## src/hdl/afu_pkg.sv

```systemverilog
// Shared types, constants and table generator for the activation function unit.
`timescale 1ns / 1ps

package afu_pkg;

	localparam int unsigned SEGMENTS_DEF = 64;   // default piece count of the sigmoid table
	localparam int unsigned XW           = 24;   // Q7.16 data width
	localparam int unsigned QW           = 17;   // unsigned Q16 value in [0, 1.0]
	localparam int unsigned FRACW        = 19;   // lookup fraction bits
	localparam int unsigned NSTG         = 8;    // pipeline depth

	localparam logic [QW-1:0] Q16_ONE  = 17'h10000;
	localparam logic [QW-1:0] Q16_HALF = 17'h08000;

	typedef enum logic [1:0] {
		MODE_LINEAR  = 2'd0,
		MODE_RELU    = 2'd1,
		MODE_SIGMOID = 2'd2,
		MODE_TANH    = 2'd3
	} act_mode_t;

	// per-item control that rides along with the datapath
	typedef struct packed {
		act_mode_t         mode;
		logic              deriv;
		logic              neg;
		logic [XW-1:0]     direct_y;  // finished result for linear and ReLU
	} ctl_t;

	// restoring long division, elaboration-time use only
	function automatic logic [63:0] udiv64(input logic [63:0] n, input logic [63:0] d);
		logic [63:0] rem;
		logic [63:0] quo;
		rem = '0;
		quo = '0;
		for (int i = 63; i >= 0; i--) begin
			rem = {rem[62:0], n[i]};
			if (rem >= d) begin
				rem    = rem - d;
				quo[i] = 1'b1;
			end
		end
		return quo;
	endfunction

	// sigmoid(8k/segs) in Q16; exp(-u) from a 4th-order series at u/256, squared 8 times
	function automatic logic [QW-1:0] sig_entry(input int unsigned k, input int unsigned segs);
		logic [63:0] u;
		logic [63:0] v;
		logic [63:0] v2;
		logic [63:0] v3;
		logic [63:0] v4;
		logic [63:0] e;
		logic [63:0] den;
		logic [63:0] q;
		u  = udiv64(64'(k) << 33, 64'(segs));
		v  = u >> 8;
		v2 = (v * v) >> 30;
		v3 = (v2 * v) >> 30;
		v4 = (v3 * v) >> 30;
		e  = (64'd1 << 30) - v + v2 / 2 - v3 / 6 + v4 / 24;
		for (int i = 0; i < 8; i++) begin
			e = (e * e) >> 30;
		end
		den = (64'd1 << 30) + e;
		q   = udiv64((64'd1 << 46) + (den >> 1), den);
		return q[QW-1:0];
	endfunction

endpackage

```

## src/hdl/afu_front.sv

```systemverilog
// Input stages: sign/magnitude split, direct results, table address and fraction.
`timescale 1ns / 1ps

module afu_front import afu_pkg::*; #(
	parameter int unsigned SEGMENTS = SEGMENTS_DEF
) (
	input  logic                          clk,
	input  logic                          adv_s1,
	input  logic                          adv_s2,
	input  act_mode_t                     mode,
	input  logic                          deriv,
	input  logic [XW-1:0]                 x_in,
	output ctl_t                          ctl_s2,
	output logic [$clog2(SEGMENTS)-1:0]   idx_s2,
	output logic [FRACW-1:0]              frac_s2,
	output logic                          big_s2
);

	localparam int unsigned IW = $clog2(SEGMENTS);
	localparam int unsigned PW = FRACW + IW;

	ctl_t          ctl_in;
	logic [XW-1:0] mag_in;
	logic          pos_in;

	ctl_t          ctl_s1;
	logic [XW-1:0] mag_s1;

	logic [XW:0]   addr_a;
	logic [PW-1:0] prod_p;

	assign pos_in = !x_in[XW-1] && (x_in != '0);
	assign mag_in = x_in[XW-1] ? (~x_in + XW'(1)) : x_in;

	always_comb begin
		ctl_in.mode  = mode;
		ctl_in.deriv = deriv;
		ctl_in.neg   = x_in[XW-1];
		unique case (mode) inside
			MODE_LINEAR:  ctl_in.direct_y = deriv ? XW'(Q16_ONE) : x_in;
			MODE_RELU:    ctl_in.direct_y = !pos_in ? '0 : (deriv ? XW'(Q16_ONE) : x_in);
			MODE_SIGMOID,
			MODE_TANH:    ctl_in.direct_y = '0;
			default:      ctl_in.direct_y = '0;
		endcase
	end

	always_ff @(posedge clk) begin
		if (adv_s1) begin
			ctl_s1 <= ctl_in;
			mag_s1 <= mag_in;
		end
	end

	// tanh reads the sigmoid table at twice the magnitude
	assign addr_a = (ctl_s1.mode == MODE_TANH) ? {mag_s1, 1'b0} : {1'b0, mag_s1};
	assign prod_p = {{IW{1'b0}}, addr_a[FRACW-1:0]} * PW'(SEGMENTS);

	always_ff @(posedge clk) begin
		if (adv_s2) begin
			ctl_s2  <= ctl_s1;
			big_s2  <= |addr_a[XW:FRACW];
			idx_s2  <= prod_p[PW-1:FRACW];
			frac_s2 <= prod_p[FRACW-1:0];
		end
	end

endmodule

```

## src/hdl/afu_sig_rom.sv

```systemverilog
// Sigmoid table ROM with two registered read ports (segment start and end).
`timescale 1ns / 1ps

module afu_sig_rom import afu_pkg::*; #(
	parameter int unsigned SEGMENTS = SEGMENTS_DEF
) (
	input  logic                          clk,
	input  logic                          adv_s3,
	input  ctl_t                          ctl_s2,
	input  logic [$clog2(SEGMENTS)-1:0]   idx_s2,
	input  logic [FRACW-1:0]              frac_s2,
	input  logic                          big_s2,
	output ctl_t                          ctl_s3,
	output logic [QW-1:0]                 t0_s3,
	output logic [QW-1:0]                 t1_s3,
	output logic [FRACW-1:0]              frac_s3,
	output logic                          big_s3
);

	localparam int unsigned AW = $clog2(SEGMENTS + 1);

	logic [QW-1:0] tab [SEGMENTS+1];
	logic [AW-1:0] addr0;
	logic [AW-1:0] addr1;

	for (genvar k = 0; k <= SEGMENTS; k++) begin : g_tab
		assign tab[k] = sig_entry(k, SEGMENTS);
	end

	assign addr0 = AW'(idx_s2);
	assign addr1 = addr0 + AW'(1);

	always_ff @(posedge clk) begin
		if (adv_s3) begin
			t0_s3   <= tab[addr0];
			t1_s3   <= tab[addr1];
			ctl_s3  <= ctl_s2;
			frac_s3 <= frac_s2;
			big_s3  <= big_s2;
		end
	end

endmodule

```

## src/hdl/afu_interp.sv

```systemverilog
// Linear interpolation between table entries: slope product, then rounded add.
`timescale 1ns / 1ps

module afu_interp import afu_pkg::*; (
	input  logic             clk,
	input  logic             adv_s4,
	input  logic             adv_s5,
	input  ctl_t             ctl_s3,
	input  logic [QW-1:0]    t0_s3,
	input  logic [QW-1:0]    t1_s3,
	input  logic [FRACW-1:0] frac_s3,
	input  logic             big_s3,
	output ctl_t             ctl_s5,
	output logic [QW-1:0]    smag_s5
);

	localparam int unsigned MW = QW + FRACW;

	logic [QW-1:0] diff;
	logic [MW:0]   rnd_sum;

	ctl_t          ctl_s4;
	logic [MW-1:0] prod_s4;
	logic [QW-1:0] t0_s4;
	logic          big_s4;

	// falling step would clamp to zero slope
	assign diff = (t1_s3 > t0_s3) ? (t1_s3 - t0_s3) : '0;

	always_ff @(posedge clk) begin
		if (adv_s4) begin
			prod_s4 <= MW'(diff) * MW'(frac_s3);
			t0_s4   <= t0_s3;
			big_s4  <= big_s3;
			ctl_s4  <= ctl_s3;
		end
	end

	assign rnd_sum = {1'b0, prod_s4} + (MW+1)'(1 << (FRACW - 1));

	always_ff @(posedge clk) begin
		if (adv_s5) begin
			smag_s5 <= big_s4 ? Q16_ONE : (t0_s4 + rnd_sum[FRACW+QW-1:FRACW]);
			ctl_s5  <= ctl_s4;
		end
	end

endmodule

```

## src/hdl/afu_post.sv

```systemverilog
// Output stages: sign fold, derivative product and final result select.
`timescale 1ns / 1ps

module afu_post import afu_pkg::*; (
	input  logic          clk,
	input  logic          adv_s6,
	input  logic          adv_s7,
	input  logic          adv_s8,
	input  ctl_t          ctl_s5,
	input  logic [QW-1:0] smag_s5,
	output logic [XW-1:0] y_s8
);

	localparam int unsigned PW = 2 * QW;

	logic [QW-1:0] sig_v;
	logic [QW:0]   tanh_w;
	logic [PW-1:0] rnd_sum;
	logic [QW-1:0] rnd;
	logic [XW-1:0] fwd_nxt;
	logic [XW-1:0] y_nxt;

	ctl_t          ctl_s6;
	logic [QW-1:0] op_a_s6;
	logic [QW-1:0] op_b_s6;

	ctl_t          ctl_s7;
	logic [PW-1:0] prod_s7;
	logic [XW-1:0] fwd_s7;

	assign sig_v  = ctl_s5.neg ? (Q16_ONE - smag_s5) : smag_s5;
	// tanh = 2*sigmoid(2|x|) - 1, never negative here
	assign tanh_w = {smag_s5, 1'b0} - {1'b0, Q16_ONE};

	always_ff @(posedge clk) begin
		if (adv_s6) begin
			ctl_s6 <= ctl_s5;
			if (ctl_s5.mode == MODE_SIGMOID) begin
				op_a_s6 <= sig_v;
				op_b_s6 <= Q16_ONE - sig_v;
			end else begin
				op_a_s6 <= tanh_w[QW-1:0];
				op_b_s6 <= tanh_w[QW-1:0];
			end
		end
	end

	always_comb begin
		case (ctl_s6.mode) inside
			MODE_LINEAR, MODE_RELU: fwd_nxt = ctl_s6.direct_y;
			MODE_SIGMOID:           fwd_nxt = XW'(op_a_s6);
			default:                fwd_nxt = ctl_s6.neg ? (~XW'(op_a_s6) + XW'(1)) : XW'(op_a_s6);
		endcase
	end

	always_ff @(posedge clk) begin
		if (adv_s7) begin
			ctl_s7  <= ctl_s6;
			prod_s7 <= PW'(op_a_s6) * PW'(op_b_s6);
			fwd_s7  <= fwd_nxt;
		end
	end

	assign rnd_sum = prod_s7 + PW'(1 << 15);
	assign rnd     = rnd_sum[QW+15:16];

	always_comb begin
		case (ctl_s7.mode)
			MODE_SIGMOID: y_nxt = ctl_s7.deriv ? XW'(rnd) : fwd_s7;
			MODE_TANH:    y_nxt = ctl_s7.deriv ? XW'(Q16_ONE - rnd) : fwd_s7;
			default:      y_nxt = fwd_s7;
		endcase
	end

	always_ff @(posedge clk) begin
		if (adv_s8) begin
			y_s8 <= y_nxt;
		end
	end

endmodule

```

## src/hdl/activation_function_unit_core.sv

```systemverilog
// Activation function unit top level: config register, stage valids and flow control.
`timescale 1ns / 1ps
//
// Channel   Dir  Signals                          Payload
// s_*       in   s_tvalid s_tready s_tdata s_tuser  x_value Q7.16 / req_type
// m_*       out  m_tvalid m_tready m_tdata          y_value Q7.16
// cfg_*     in   cfg_valid cfg_ready cfg_data       activation_mode
//
// Eight register stages: sign split, address, table read, slope product, interpolation,
// sign fold, derivative product, output. A result is registered through each stage in
// this order before it is offered; throughput is one transfer per cycle while the output is not stalled.
// Each stage holds a valid bit; a stage loads when it is empty or its successor
// moves, so bubbles close up and an output stall holds items in place.
// Reset clears the valid bits and sets the mode to linear; cfg_ready is always high.

module activation_function_unit_core import afu_pkg::*; #(
	parameter int unsigned SEGMENTS = SEGMENTS_DEF
) (
	input  logic          clk,
	input  logic          arst_n,
	input  logic          s_tvalid,
	output logic          s_tready,
	input  logic [23:0]   s_tdata,   // [23:0] x_value (signed Q7.16)
	input  logic [0:0]    s_tuser,   // [0] req_type (0 value, 1 derivative)
	output logic          m_tvalid,
	input  logic          m_tready,
	output logic [23:0]   m_tdata,   // [23:0] y_value (signed Q7.16)
	input  logic          cfg_valid,
	output logic          cfg_ready,
	input  logic [1:0]    cfg_data   // [1:0] activation_mode
);

	localparam int unsigned IW = $clog2(SEGMENTS);

	act_mode_t         mode_q;
	logic [NSTG-1:0]   vld_q;
	logic [NSTG:0]     adv;

	ctl_t              ctl_s2;
	logic [IW-1:0]     idx_s2;
	logic [FRACW-1:0]  frac_s2;
	logic              big_s2;

	ctl_t              ctl_s3;
	logic [QW-1:0]     t0_s3;
	logic [QW-1:0]     t1_s3;
	logic [FRACW-1:0]  frac_s3;
	logic              big_s3;

	ctl_t              ctl_s5;
	logic [QW-1:0]     smag_s5;
	logic [XW-1:0]     y_s8;

	// mode register; the user must write it only while the pipe is idle, the block does not enforce this
	assign cfg_ready = 1'b1;

	always_ff @(posedge clk or negedge arst_n) begin
		if (!arst_n) begin
			mode_q <= MODE_LINEAR;
		end else if (cfg_valid && cfg_ready) begin
			mode_q <= act_mode_t'(cfg_data);
		end
	end

	// stage k may load when it is empty or stage k+1 loads
	always_comb begin
		adv[NSTG] = m_tready;
		for (int k = NSTG - 1; k >= 0; k--) begin
			adv[k] = !vld_q[k] || adv[k+1];
		end
	end

	always_ff @(posedge clk or negedge arst_n) begin
		if (!arst_n) begin
			vld_q <= '0;
		end else begin
			if (adv[0]) begin
				vld_q[0] <= s_tvalid;
			end
			for (int k = 1; k < NSTG; k++) begin
				if (adv[k]) begin
					vld_q[k] <= vld_q[k-1];
				end
			end
		end
	end

	assign s_tready = adv[0];
	assign m_tvalid = vld_q[NSTG-1];
	assign m_tdata  = y_s8;

	afu_front #(.SEGMENTS(SEGMENTS)) u_front (
		.clk     (clk),
		.adv_s1  (adv[0]),
		.adv_s2  (adv[1]),
		.mode    (mode_q),
		.deriv   (s_tuser[0]),
		.x_in    (s_tdata),
		.ctl_s2  (ctl_s2),
		.idx_s2  (idx_s2),
		.frac_s2 (frac_s2),
		.big_s2  (big_s2)
	);

	afu_sig_rom #(.SEGMENTS(SEGMENTS)) u_rom (
		.clk     (clk),
		.adv_s3  (adv[2]),
		.ctl_s2  (ctl_s2),
		.idx_s2  (idx_s2),
		.frac_s2 (frac_s2),
		.big_s2  (big_s2),
		.ctl_s3  (ctl_s3),
		.t0_s3   (t0_s3),
		.t1_s3   (t1_s3),
		.frac_s3 (frac_s3),
		.big_s3  (big_s3)
	);

	afu_interp u_interp (
		.clk     (clk),
		.adv_s4  (adv[3]),
		.adv_s5  (adv[4]),
		.ctl_s3  (ctl_s3),
		.t0_s3   (t0_s3),
		.t1_s3   (t1_s3),
		.frac_s3 (frac_s3),
		.big_s3  (big_s3),
		.ctl_s5  (ctl_s5),
		.smag_s5 (smag_s5)
	);

	afu_post u_post (
		.clk     (clk),
		.adv_s6  (adv[5]),
		.adv_s7  (adv[6]),
		.adv_s8  (adv[7]),
		.ctl_s5  (ctl_s5),
		.smag_s5 (smag_s5),
		.y_s8    (y_s8)
	);

	// an empty output stage means every stage can move, so input is open
	a_ready_when_out_empty: assert property (@(posedge clk) disable iff (!arst_n)
		!m_tvalid |-> s_tready)
		else $error("input stalled with empty output stage");

	// interpolated sigmoid of a magnitude stays within [0.5, 1.0]
	a_smag_range: assert property (@(posedge clk) disable iff (!arst_n)
		vld_q[4] |-> (smag_s5 >= Q16_HALF) && (smag_s5 <= Q16_ONE))
		else $error("sigmoid magnitude out of range");

	// a full output stage that is not taken keeps its item
	a_out_hold: assert property (@(posedge clk) disable iff (!arst_n)
		m_tvalid && !m_tready |=> m_tvalid && (m_tdata == $past(m_tdata)))
		else $error("stalled result lost");

endmodule
```

## config.mk

```make
export PLATFORM = sky130hd
export DESIGN_NAME = activation_function_unit_core
export DESIGN_NICKNAME = d
export VERILOG_FILES = /design/src/hdl/afu_pkg.sv /design/src/hdl/afu_front.sv /design/src/hdl/afu_sig_rom.sv /design/src/hdl/afu_interp.sv /design/src/hdl/afu_post.sv /design/src/hdl/activation_function_unit_core.sv
export SDC_FILE = /design/constraint.sdc
export NUM_CORES = 2
export LEC_CHECK = 0
export ABC_AREA = 1
export BUFFER_PORTS_ARGS = -buffer_cell sky130_fd_sc_hd__buf_2
export CORE_MARGIN = 5
export CORE_UTILIZATION = 26
export CTS_CLUSTER_SIZE = 8
export DETAILED_ROUTE_END_ITERATION = 7
export MAX_ROUTING_LAYER = met4
export REMOVE_ABC_BUFFERS = 1
export SLEW_MARGIN = 20
export SYNTH_ARGS = -nofsm -noshare
export SYNTH_HDL_FRONTEND = slang
export SYNTH_SLANG_ARGS = --single-unit
```

## constraint.sdc

```tcl
create_clock -name clk -period 23.3 [get_ports clk]
set_clock_uncertainty 0.2 [all_clocks]
set_input_delay 1.165 -clock clk [delete_from_list [all_inputs] [get_ports clk]]
set_output_delay 1.165 -clock clk [all_outputs]
set_load 0.01 [all_outputs]
```

# After elaboration in Yosys (flattened, before gate mapping)
# Memory sizes are Yosys's and may differ from the RTL's. A register that Yosys moved wholly into a read port is not among the register bits.
# Index checks and enable logic that the tools add are counted.
# classes
n_reduce_logical	23
eq_ne	7
bitwise_logic	4
order_cmp	1
addsub	11
multipliers	2
n_mux	15
# ops
operator	count
$mux W24	7
$pmux W24 S2	2
$mux W17	4
$add A24 B1 Y24 const B	2
$add A36 B19 Y36 const B	1
$sub A17 B17 Y17 const A	2
$add A33 B16 Y33 const B	1
$mul A17 B17 Y33	1
$mul A17 B13 Y30	1
$mux W25	1
$not A17 Y24	1
$not A24 Y24	1
$reduce_bool A24 Y1	1
$mux W23	1
$sub A17 B17 Y18 const A	1
$add A17 B17 Y17	1
$gt A17 B17 Y1	1
$sub A17 B17 Y17	1
$sub A17 B17 Y17 const B	1
$eq A2 B2 Y1 const B	5
$logic_not A1 Y1	9
$logic_or A1 B1 Y1	8
$not A6 Y8	1
$not A7 Y8	1
other kinds (6)	8
# word_totals
input_bits	32
ff_bits	425
elab_cells	117
mem_bits_ro	4352
out_inout_bits	27
memories	2
# memory_table
memory	depth	word_bits	rd	rd_ports_with_merged_regs	write_ports	line_no	rtl
(name not given)	128	17	1	1	0	afu_sig_rom.sv:35	t0_s3 <= tab[addr0];
(name not given)	128	17	1	1	0	afu_sig_rom.sv:36	t1_s3 <= tab[addr1];

# Longest topological paths before layout
# depth
ltp_word	9
depth_mapped	36
mapped_depth_nobuf	36

# Modules after synthesis
# Synthesis repeated with hierarchy kept, for this count alone.
# hier_totals
cells_unflattened	5215
area_unflattened_um2	42961.2
# modules_own_cells
module	seq_area_each_um2	cells_per_inst	n_inst	area_per_inst_um2
afu_interp	3273.1	2073	1	16610.9
afu_post	3903.7	2087	1	16553.4
afu_sig_rom	2342.2	634	1	5043.6
afu_front	3002.9	381	1	4322.9
activation_function_unit_core	250.2	40	1	430.4

# Worst setup path before layout
# Ideal clock, no wire load.
# synth_path
path_kind	input-to-output
startpoint	in m_tready
endpoint	out s_tready
t_required_ns	21.935
path_buffers	0
path_stages	14
arrival_time_ns	9.489
path_slack_ns	12.446
path_cell_list	nor2_1 > inv_1 > nor2_1 > inv_1 > nor2_1 > inv_1 > nor2_1 > inv_1 > nor2_1 > inv_1 > nor2_1 > inv_1 > nor2_1 > nand2_1
# synth_between
elab_chain_cells	8
# synth_rtl
item	line_no	rtl
from (decl)	activation_function_unit_core.sv:26	input logic m_tready,
$logic_or A1 B1 Y1	activation_function_unit_core.sv:69	adv[k] = !vld_q[k] || adv[k+1];
named net u_post.adv_s8	afu_post.sv:8	input logic adv_s8,
$logic_or A1 B1 Y1	activation_function_unit_core.sv:69	
named net u_post.adv_s7	afu_post.sv:7	input logic adv_s7,
$logic_or A1 B1 Y1	activation_function_unit_core.sv:69	
named net u_post.adv_s6	afu_post.sv:6	input logic adv_s6,
$logic_or A1 B1 Y1	activation_function_unit_core.sv:69	
named net u_interp.adv_s5	afu_interp.sv:7	input logic adv_s5,
$logic_or A1 B1 Y1	activation_function_unit_core.sv:69	
named net u_interp.adv_s4	afu_interp.sv:6	input logic adv_s4,
$logic_or A1 B1 Y1	activation_function_unit_core.sv:69	
named net u_rom.adv_s3	afu_sig_rom.sv:8	input logic adv_s3,
$logic_or A1 B1 Y1 (2 in series)	activation_function_unit_core.sv:69	
to (decl)	activation_function_unit_core.sv:22	output logic s_tready,
# The timed path passes the listed nets, and every way through them passes these cells.

# Worst setup path in the final report
# layout_path
startpoint	reg u_rom.t0_s3[2]
endpoint	reg u_interp.prod_s4[35] (data pin)
# layout_between
elab_chain_cells	3
word_cells_on_any_way	4
classes_between	1 x add/sub; 1 x mul; 1 x order compare; 1 x mux
# layout_rtl
item	line_no	rtl
from (decl)	afu_sig_rom.sv:14	output logic [QW-1:0] t0_s3,
$sub A17 B17 Y17 or $gt A17 B17 Y1 (tied branches)	afu_interp.sv:28	assign diff = (t1_s3 > t0_s3) ? (t1_s3 - t0_s3) : '0;
$mux W17 *	afu_interp.sv:28	
$mul A17 B13 Y30 *	afu_interp.sv:32	prod_s4 <= MW'(diff) * MW'(frac_s3);
to (signal assigned)	afu_interp.sv:32	
to (decl)	afu_interp.sv:23	logic [MW-1:0] prod_s4;
# Every way passes the cells marked *; elsewhere a longest branch is shown, timed or not.
# A chain may end at the register's enable or synchronous reset.

==> run summary <==
GRT Overall Usage: 12.8%
Avg WL per Cell: 15.6 um
worst endpoint data arrival time: 7.81 ns
global placer's final weighted congestion: 0.925
FMAX: 0.131 GHz
Setup crit start kind: register
Seq cells post-synth: 419
Avg Inst Size Synth: 8.99 um^2
CP Launch Point: u_rom.t0_s3[2]$_DFFE_PP_
Ports: 59
CTS Buffer Depth: 3
ys flop type: edfxtp_1
final WL: 94,400 um
crit end category: register
total gr overflow: 0
synth unique cells: 67
TNS Setup: 0 ns
Die Y: 387 um
Final Instance Count excl. Fillers: 6,050
Worst Tran Pin Value: 1.13 ns
Critical Path Most Common Cell: nand2_1
minimum clock period: 7.63 ns
Clock Latency Late Sink: 0.62 ns
Post-synth EDFFs: 409
DRT iter0 DRCs: 2,192
postcts setup bufs: 0
Post-CTS Resized: 0
H-tree levels: 2
first-pass GRT wire length: 153,000 um
required time worst endpoint: 23.48 ns
final setup vio count: 0
vias in the first global route: 28,000
Die X-Extent: 387 um
YS warnings: 0
mapped cell area: 0.0370 mm^2
num rows: 138
TritonRoute pass-1 iters: 7
clk root buf: clkbuf_16
Async SR Flop Fraction: 2.39%
sequential share of the synthesized area: 33.9%
PnR worst setup slack: 15.67 ns
Reg2Reg Setup Slack: 15.67 ns
commonest non-fill, non-tap cells in the layout: 886 x nand2_1, 817 x inv_1, 409 x edfxtp_1, 388 x fa_1, 328 x nor2_1
Pins Over Slew Limit: 0
Place WS: 15.75 ns
initial antenna violation count: 6
Starting Density: 26.2%
Crit Path Max Fanout: 22
Detail Placement HPWL: 72,900 um
DR vias: 27,300
reg2reg start: u_rom.t0_s3[2]$_DFFE_PP_
placed cells: 5,952
Final ANT Viol Nets: 0
fin crit share: 32.7%
Clock transition at path regs: 0.06 ns
worst min path class: register to register
final hold viol count: 0
CTS tree: done
crit path to: u_interp.prod_s4[35]$_DFFE_PP_
slowest stage delay, CP: 0.58 ns
Slew HR: 24.9%
Fill cells: 14,800
die area: 0.150 mm^2
Worst Reg2Reg Path Length in Cells: 30
Final nets: 4,776
CP Class: register to register
largest net degree at the start of global routing: 74
Num CTS Buffers: 59
layout cells sized above 1: 5.39%
status: complete, no violations
synthesis-to-finish area growth: 10.9%
Worst R2R End: u_interp.prod_s4[35]$_DFFE_PP_
Critical-path top delay cell: fa_1
Max Cap Viol: 0
Gate Count Post-Synth: 4,113
Vias/cell: 4.51
Post-route DRC: 0
RSZ-0062 raised after global routing: false
hold_buf cts: 0
Core Region: 0.141 mm^2
IO buf count: 57
commonest non-fill, non-tap cell in the layout: nand2_1
clock sinks: 419
==> critical path, delay by kind of cell (launching register included) <==
family | cells | cell delay (ns)
buffers and inverters | 7 | 0.97
flip-flops | 1 | 0.34
AND/OR/NAND/NOR | 13 | 1.89
AO/OA/AOI/OAI | 3 | 0.85
adder cells (fa/ha/maj) | 7 | 3.13
==> cells by family after synthesis <==
kind of cell | count (synthesis) | synth area share, %
AO/OA/AOI/OAI | 490 | 7.74
XOR/XNOR | 120 | 2.90
adder cells (fa/ha/maj) | 621 | 28.9
buffers and inverters | 981 | 10.0
flip-flops | 419 | 33.9
other | 2 | 0.0203
AND/OR/NAND/NOR | 1480 | 16.6
==> metrics by stage <==
step / hold slack (ns) / utilization, % / cell area, um^2
final: 0.171 / 29.0 / 41000
after global routing: 0.176 / 29.0 / 41000
after CTS: 0.170 / 29.0 / 41000
after detailed placement: 0.205 / 27.8 / 39300
after global placement: 0.200 / 27.8 / 39300
after floorplan: 0.200 / - / 36500
==> cell usage after synthesis, types with 69 or more instances <==
master	n	area share [%]
nor3_1	69	0.93
nand3_1	99	1.3
o21ai_0	189	2.6
edfxtp_1	409	33
ha_1	233	7.9
a21oi_1	147	2.0
xor2_1	98	2.3
nand2_1	887	9.0
nor2_1	329	3.3
inv_1	823	8.4
fa_1	388	21
clkbuf_1	124	1.3
==> cell type report <==
type,count,area [um^2],area share (%)
Sequential cell,419,12500,30.6
Multi-Input combinational cell,2725,20800,50.7
Antenna cell,6,15.0,0.0366
Clock buffer,85,1570,3.84
Timing Repair Buffer,81,465,1.13
Inverter,837,3140,7.66
Clock inverter,7,109,0.265
Tap cell,1890,2360,5.77
==> layer usage <==
layer  share of wire [%]  vias to the layer above  GRT usage (%)
met1                  43                    13400           16.5
met2                  48                      754           21.2
met5                   0                        -              -
li1                    -                    13000              -
met3                 5.2                      164           1.44
met4                 3.0                        0           3.77
==> worst min path at each step <==
stage / from / end / slack (ns) / depth (start not counted)
2_1_floorplan: u_front.ctl_s1[0]$_DFFE_PP_ / u_front.ctl_s2[0]$_DFFE_PP_ / 0.20 / 0
3_3_place_gp: u_front.ctl_s2[18]$_DFFE_PP_ / u_rom.ctl_s3[18]$_DFFE_PP_ / 0.20 / 0
3_5_place_dp: u_front.ctl_s1[10]$_DFFE_PP_ / u_front.ctl_s2[10]$_DFFE_PP_ / 0.20 / 0
4_1_cts: u_interp.ctl_s5[12]$_DFFE_PP_ / u_post.ctl_s6[12]$_DFFE_PP_ / 0.17 / 0
5_1_grt: u_interp.ctl_s5[12]$_DFFE_PP_ / u_post.ctl_s6[12]$_DFFE_PP_ / 0.18 / 0
6_report: u_interp.ctl_s5[12]$_DFFE_PP_ / u_post.ctl_s6[12]$_DFFE_PP_ / 0.17 / 0
==> registers in the layout (all words and copies together) (netlist names), 15 cells and up <==
signal	flops
u_rom.ctl_s3	28
u_interp.ctl_s5	28
u_front.ctl_s2	28
u_interp.smag_s5	17
u_post.y_s8	24
u_interp.prod_s4	18
u_post.fwd_s7	24
u_post.op_a_s6	16
u_rom.t0_s3	15
u_front.mag_s1	24
u_front.ctl_s1	28
u_post.prod_s7	18
u_interp.ctl_s4	28
u_post.ctl_s6	28
u_post.op_b_s6	17
u_interp.t0_s4	15
u_rom.t1_s3	15
Power is left out: the tool's default activity adds up to more than one toggle a clock period on the data nets, which glitch-free logic cannot reach.
